File: src/sfr_pkg.sv
// shared types and constants for the sensor frame receiver
package sfr_pkg;

    localparam int unsigned BYTE_W        = 8;
    localparam int unsigned POS_W         = 4;
    localparam int unsigned WORD_W        = 16;
    localparam int unsigned CAPTURE_FIRST = 3;
    localparam int unsigned CAPTURE_LAST  = 8;
    localparam int unsigned NUM_CAPTURE   = CAPTURE_LAST - CAPTURE_FIRST + 1;
    localparam int unsigned RESULT_W      = 3 * WORD_W + 1;
    localparam int unsigned M_TDATA_W     = ((RESULT_W + 7) / 8) * 8;

    localparam logic [BYTE_W-1:0] HEADER_RESET = 8'h16;

    typedef logic [BYTE_W-1:0] byte_t;
    typedef logic [POS_W-1:0]  pos_t;

    typedef struct packed {
        logic shift_en;
        logic frame_done;
        logic sum_ok;
    } ctrl_t;

endpackage

File: src/sensor_frame_receiver_core.sv
// Sensor frame receiver: takes one received byte per transfer and accepts a byte in every
// cycle. While idle it drops all bytes but the header byte (cfg register, reset 0x16), which
// opens a frame of FRAME_BYTES bytes. Frame bytes 3 to 8 shift through a chain of six byte
// cells; on the last byte one result is loaded into the output register, holding the
// three big-endian 16-bit raw values and a flag that the 8-bit wrapping sum of all
// earlier bytes equals the last byte. Input is held off only while the output register
// holds a result that is not taken.
module sensor_frame_receiver_core #(
    parameter int unsigned FRAME_BYTES = 12
) (
    input  logic                          aclk,
    input  logic                          aresetn,
    input  logic                          cfg_wen,
    input  logic [sfr_pkg::BYTE_W-1:0]    cfg_wdata,
    input  logic                          s_tvalid,
    output logic                          s_tready,
    input  logic [sfr_pkg::BYTE_W-1:0]    s_tdata,  // rx_byte
    output logic                          m_tvalid,
    input  logic                          m_tready,
    // concentration_raw, flow_raw, temperature_raw, checksum_ok, zero fill
    output logic [sfr_pkg::M_TDATA_W-1:0] m_tdata
);

    localparam int unsigned NC = sfr_pkg::NUM_CAPTURE;

    sfr_pkg::byte_t header_reg;
    sfr_pkg::ctrl_t ctrl;
    sfr_pkg::byte_t chain [NC+1];
    logic           accept;

    logic                          m_tvalid_reg;
    logic [sfr_pkg::M_TDATA_W-1:0] m_tdata_reg;

    assign s_tready = !m_tvalid_reg || m_tready;
    assign accept   = s_tvalid && s_tready;

    always_ff @(posedge aclk) begin
        if (!aresetn) begin
            header_reg <= sfr_pkg::HEADER_RESET;
        end else if (cfg_wen) begin
            header_reg <= cfg_wdata;
        end
    end

    sfr_ctrl #(
        .FRAME_BYTES(FRAME_BYTES)
    ) u_ctrl (
        .aclk       (aclk),
        .aresetn    (aresetn),
        .accept     (accept),
        .rx_byte    (s_tdata),
        .header_byte(header_reg),
        .ctrl       (ctrl)
    );

    assign chain[0] = s_tdata;

    for (genvar i = 0; i < NC; i++) begin : g_cell
        sfr_cell u_cell (
            .aclk    (aclk),
            .shift_en(ctrl.shift_en),
            .byte_in (chain[i]),
            .byte_out(chain[i+1])
        );
    end

    // oldest byte sits in the last cell
    always_ff @(posedge aclk) begin
        if (!aresetn) begin
            m_tvalid_reg <= 1'b0;
        end else if (ctrl.frame_done) begin
            m_tvalid_reg <= 1'b1;
        end else if (m_tready) begin
            m_tvalid_reg <= 1'b0;
        end
    end

    always_ff @(posedge aclk) begin
        if (ctrl.frame_done) begin
            m_tdata_reg <= {
                {(sfr_pkg::M_TDATA_W - sfr_pkg::RESULT_W){1'b0}},
                ctrl.sum_ok,
                chain[2], chain[1],
                chain[4], chain[3],
                chain[6], chain[5]
            };
        end
    end

    assign m_tvalid = m_tvalid_reg;
    assign m_tdata  = m_tdata_reg;

endmodule

File: src/sfr_cell.sv
// one byte cell of the capture chain
module sfr_cell (
    input  logic          aclk,
    input  logic          shift_en,
    input  sfr_pkg::byte_t byte_in,
    output sfr_pkg::byte_t byte_out
);

    sfr_pkg::byte_t data_reg;

    always_ff @(posedge aclk) begin
        if (shift_en) begin
            data_reg <= byte_in;
        end
    end

    assign byte_out = data_reg;

endmodule

File: src/sfr_ctrl.sv
// frame sync, byte position and running checksum
module sfr_ctrl #(
    parameter int unsigned FRAME_BYTES = 12
) (
    input  logic           aclk,
    input  logic           aresetn,
    input  logic           accept,
    input  sfr_pkg::byte_t rx_byte,
    input  sfr_pkg::byte_t header_byte,
    output sfr_pkg::ctrl_t ctrl
);

    localparam sfr_pkg::pos_t LAST_POS  = sfr_pkg::POS_W'(FRAME_BYTES - 1);
    localparam sfr_pkg::pos_t FIRST_CAP = sfr_pkg::POS_W'(sfr_pkg::CAPTURE_FIRST);
    localparam sfr_pkg::pos_t LAST_CAP  = sfr_pkg::POS_W'(sfr_pkg::CAPTURE_LAST);

    logic           in_frame_reg, in_frame_next;
    sfr_pkg::pos_t  pos_reg, pos_next;
    sfr_pkg::byte_t sum_reg, sum_next;

    always_comb begin
        in_frame_next = in_frame_reg;
        pos_next      = pos_reg;
        sum_next      = sum_reg;
        ctrl          = '0;
        if (accept) begin
            if (!in_frame_reg) begin
                if (rx_byte == header_byte) begin
                    in_frame_next = 1'b1;
                    pos_next      = sfr_pkg::POS_W'(1);
                    sum_next      = rx_byte;
                end
            end else if (pos_reg == LAST_POS) begin
                ctrl.frame_done = 1'b1;
                ctrl.sum_ok     = (sum_reg == rx_byte);
                in_frame_next   = 1'b0;
                pos_next        = '0;
                sum_next        = '0;
            end else begin
                ctrl.shift_en = (pos_reg >= FIRST_CAP) && (pos_reg <= LAST_CAP);
                sum_next      = sum_reg + rx_byte;
                pos_next      = pos_reg + sfr_pkg::POS_W'(1);
            end
        end
    end

    always_ff @(posedge aclk) begin
        if (!aresetn) begin
            in_frame_reg <= 1'b0;
            pos_reg      <= '0;
            sum_reg      <= '0;
        end else begin
            in_frame_reg <= in_frame_next;
            pos_reg      <= pos_next;
            sum_reg      <= sum_next;
        end
    end

endmodule
File: config.mk
export PLATFORM = sky130hd
export DESIGN_NAME = sensor_frame_receiver_core
export DESIGN_NICKNAME = d
export VERILOG_FILES = /design/src/sfr_pkg.sv /design/src/sensor_frame_receiver_core.sv /design/src/sfr_cell.sv /design/src/sfr_ctrl.sv
export SDC_FILE = /design/constraint.sdc
export NUM_CORES = 1
export LEC_CHECK = 0
export ABC_CLOCK_PERIOD_IN_PS = 10000
export BUFFER_PORTS_ARGS = -buffer_cell sky130_fd_sc_hd__buf_2
export CAP_MARGIN = 20
export CORE_MARGIN = 2
export CORE_UTILIZATION = 35
export DETAILED_ROUTE_END_ITERATION = 6
export GPL_TIMING_DRIVEN = 0
export PLACE_DENSITY_LB_ADDON = 0.08
export SYNTH_ARGS = -nofsm -noshare
export SYNTH_HDL_FRONTEND = slang
export SYNTH_SLANG_ARGS = --single-unit
File: constraint.sdc
create_clock -name aclk -period 10 [get_ports aclk]
set_input_delay 1 -clock aclk [delete_from_list [all_inputs] [get_ports aclk]]
set_output_delay 1 -clock aclk [all_outputs]
set_load 0.1 [all_outputs]
==> out/qor.txt <==
Outcome = finished, final reports clean
Routed len/inst = 14.8 um
Vias in the first global route = 2545
Root buf cell = clkbuf_16
Final wirelength = 8230 um
Final worst slack = 7.35 ns
Max Fclk = 378 MHz
Vias per cell = 4.60
Setup TNS = 0 ns
Clock Skews = 0.00638 ns
CP Data Required Time = 9.00 ns
CTS clk-pin slew, worst paths = 0.05 ns
Syn avg cell area = 16.2 um^2
Layout cells sized above 1 = 33.1%
CTS tree = done
Pins Over Slew Limit = 0
FF+latch count, synth = 119
Synth Cell Area = 0.00443 mm^2
Period Utilization, post-route = 26.5%
Min-Delay Path Class = flop to flop
Critical path launch point type = input pin
Global-route wire length before repair = 13500 um
Synth-to-Final Area Change = 27.1%
Switching power = 237 uW
Die Y = 117 um
CP Cell Sequence = buf_2, nand2b_1, buf_2
Top post-synthesis cells by area = edfxtp_1 (66%), dfxtp_1 (9.9%), ha_1 (2.5%), xnor2_1 (2.0%), a21oi_1 (1.8%)
Tot GR Track Use = 13.5%
Synth Flop Type = edfxtp_1
Main combinational cell family by area after synthesis = compound AO/OA/AOI/OAI gates
Yosys warning count = 0
TritonCTS buffer count = 17
CP max FO = 4
Rel. slew slack = 58.8%
Mux cell area share after synthesis = 2.15%
Post-cts sizing count = 0
Std cell rows = 41
Design Area, Final = 0.00563 mm^2
Placed Area = 0.00509 mm^2
Sequential share of the synthesized area = 75.7%
Total gr overflow = 0
Most common library cells after synthesis = edfxtp_1 (97), dfxtp_1 (22), a21oi_1 (16)
Synth Area in Compound Gates = 8.10%
Peak supply drop = 72.4 uV
Cell Pwr Density = 199 mW/mm^2
N_diodes = 0
Remaining DRCs = 0
RSZ-0062 raised after global routing = no
Least-Margin Pin Slew = 0.618 ns
CP max-delay cell = buf_2
Post-Synthesis Cells = 274
Pre-CTS setup slack = 7.01 ns
Cell taking the most area after synthesis = edfxtp_1
Detail Placement HPWL = 5390 um
Crit path DAT = 1.65 ns
Clock power frac = 48.8%
Static Leak = 0.00209 uW
Cell Count, Final, Fillers Out = 556
XOR/XNOR Fraction of Synth Area = 1.98%
Synth Area in Simple Gates = 6.52%
Die area = 0.0136 mm^2
Initial core utilization = 35.6%
Post-synth EDFFs = 97
Max Root-Sink Buffers = 2
Gate power share = 3.6%
CTS Sinks = 119
Max reg flops = 49
Core area = 0.0125 mm^2
DRT antenna net count = 0
Max Cap Viol = 0
Initial antenna violation count = 0
Post-CTS repair timing setup buffer count = 0
First-pass iteration count of the detailed router = 4
Pint = 883 uW
Post-synth ARST share = 0%
Synth cell types = 49
Gp weighted congestion = 0.799
Clk_lat worst skew = 0.40 ns
Final Hold Fails = 0
Die W = 117 um
Most frequent cell after synthesis = edfxtp_1
Crit Path Class = input pin to output port
CTS H-Tree Depth = 4
Ports = 79
Sequential share of power = 47.6%
CP dominant cell by count = buf_2
Worst setup EP type = output port
Pin count of the biggest net entering global routing = 42
Adder-cell share of the synthesized area = 2.99%
Cts hold-fix bufs = 0
Final setup viols = 0
Worst stage delay on the critical path = 0.44 ns
Sw Ratio = 21.2%
Period minus WS final = 2.65 ns
Placed Cells = 524
PortBufs = 69
Via count = 2560
Initial DRC count = 195
Post-synth top area share = 65.7%
Final nets = 402
-- kinds of logic (layout without fill, tap and decap cells) --
family | after synthesis | after routing
buffers and inverters | 22 | 126
AO/OA/AOI/OAI | 49 | 49
flip-flops | 119 | 119
adder cells (fa/ha/maj) | 10 | 10
other | 1 | 7
AND/OR/NAND/NOR | 54 | 54
multiplexers | 9 | 9
XOR/XNOR | 10 | 10
-- power by group through the flow --
stage	registers [uW]	clock network, uW	logic, uW
2_1_floorplan	542	0	29.8
3_3_place_gp	543	0	40.2
3_5_place_dp	543	0	40.2
4_1_cts	532	561	40.4
5_1_grt	532	583	43.7
6_report	533	547	40.3
-- area by class of cell --
class	count	area (um^2)
Clock buffer	19	433
Buffer	13	77.6
Clock inverter	13	108
Sequential cell	119	3350
Fill cell	1137	6830
Inverter	9	33.8
Multi-Input combinational cell	139	1000
Timing Repair Buffer	72	413
Tap cell	172	215
-- layout by cell type, fill, tap and decap left out, types with 6 or more instances in the layout --
master / count
buf_4: 7
nand2_1: 11
a21oi_1: 15
xnor2_1: 10
a211oi_1: 6
dfxtp_1: 22
edfxtp_1: 97
mux2i_1: 8
clkbuf_16: 17
inv_1: 8
ha_1: 9
nor2_1: 15
buf_2: 71
clkbuf_1: 6
conb_1: 7
-- final timing paths --
path | to | cells after the start | from | slack [ns]
setup / recovery | s_tready | 3 | m_tready | 7.35
setup reg to reg | m_tdata[33]$_DFFE_PP_ | 5 | u_ctrl.pos_reg[0]$_SDFFE_PN0P_ | 7.76
hold reg to reg | m_tdata[9]$_DFFE_PP_ | 0 | g_cell[5].u_cell.byte_out[1]$_DFFE_PP_ | 0.42
hold / removal | m_tdata[9]$_DFFE_PP_ | 0 | g_cell[5].u_cell.byte_out[1]$_DFFE_PP_ | 0.42
-- critical path: cells and delay by family --
| family | cells | cell delay (ns) |
|---|---|---|
| AND/OR/NAND/NOR | 1 | 0.13 |
| buffers and inverters | 2 | 0.51 |
-- through the flow --
stage,total power (uW),utilization [%],hold slack [ns]
3_3_place_gp,583,40.2,0.401
6_report,1120,45.2,0.418
4_1_cts,1130,45.2,0.419
5_1_grt,1160,45.2,0.426
3_5_place_dp,583,40.9,0.405
2_1_floorplan,572,-,0.400
-- routing by layer --
layer	wire, um	part of all wire (%)	vias to the layer above	GRT usage [%]
li1	-	-	1221	-
met1	3770	46	1242	17.0
met2	3810	46	86	20.6
met3	506	6.1	11	5.55
met4	148	1.8	0	5.95
met5	0	0	-	0
Power figures use the tool's default switching activity.
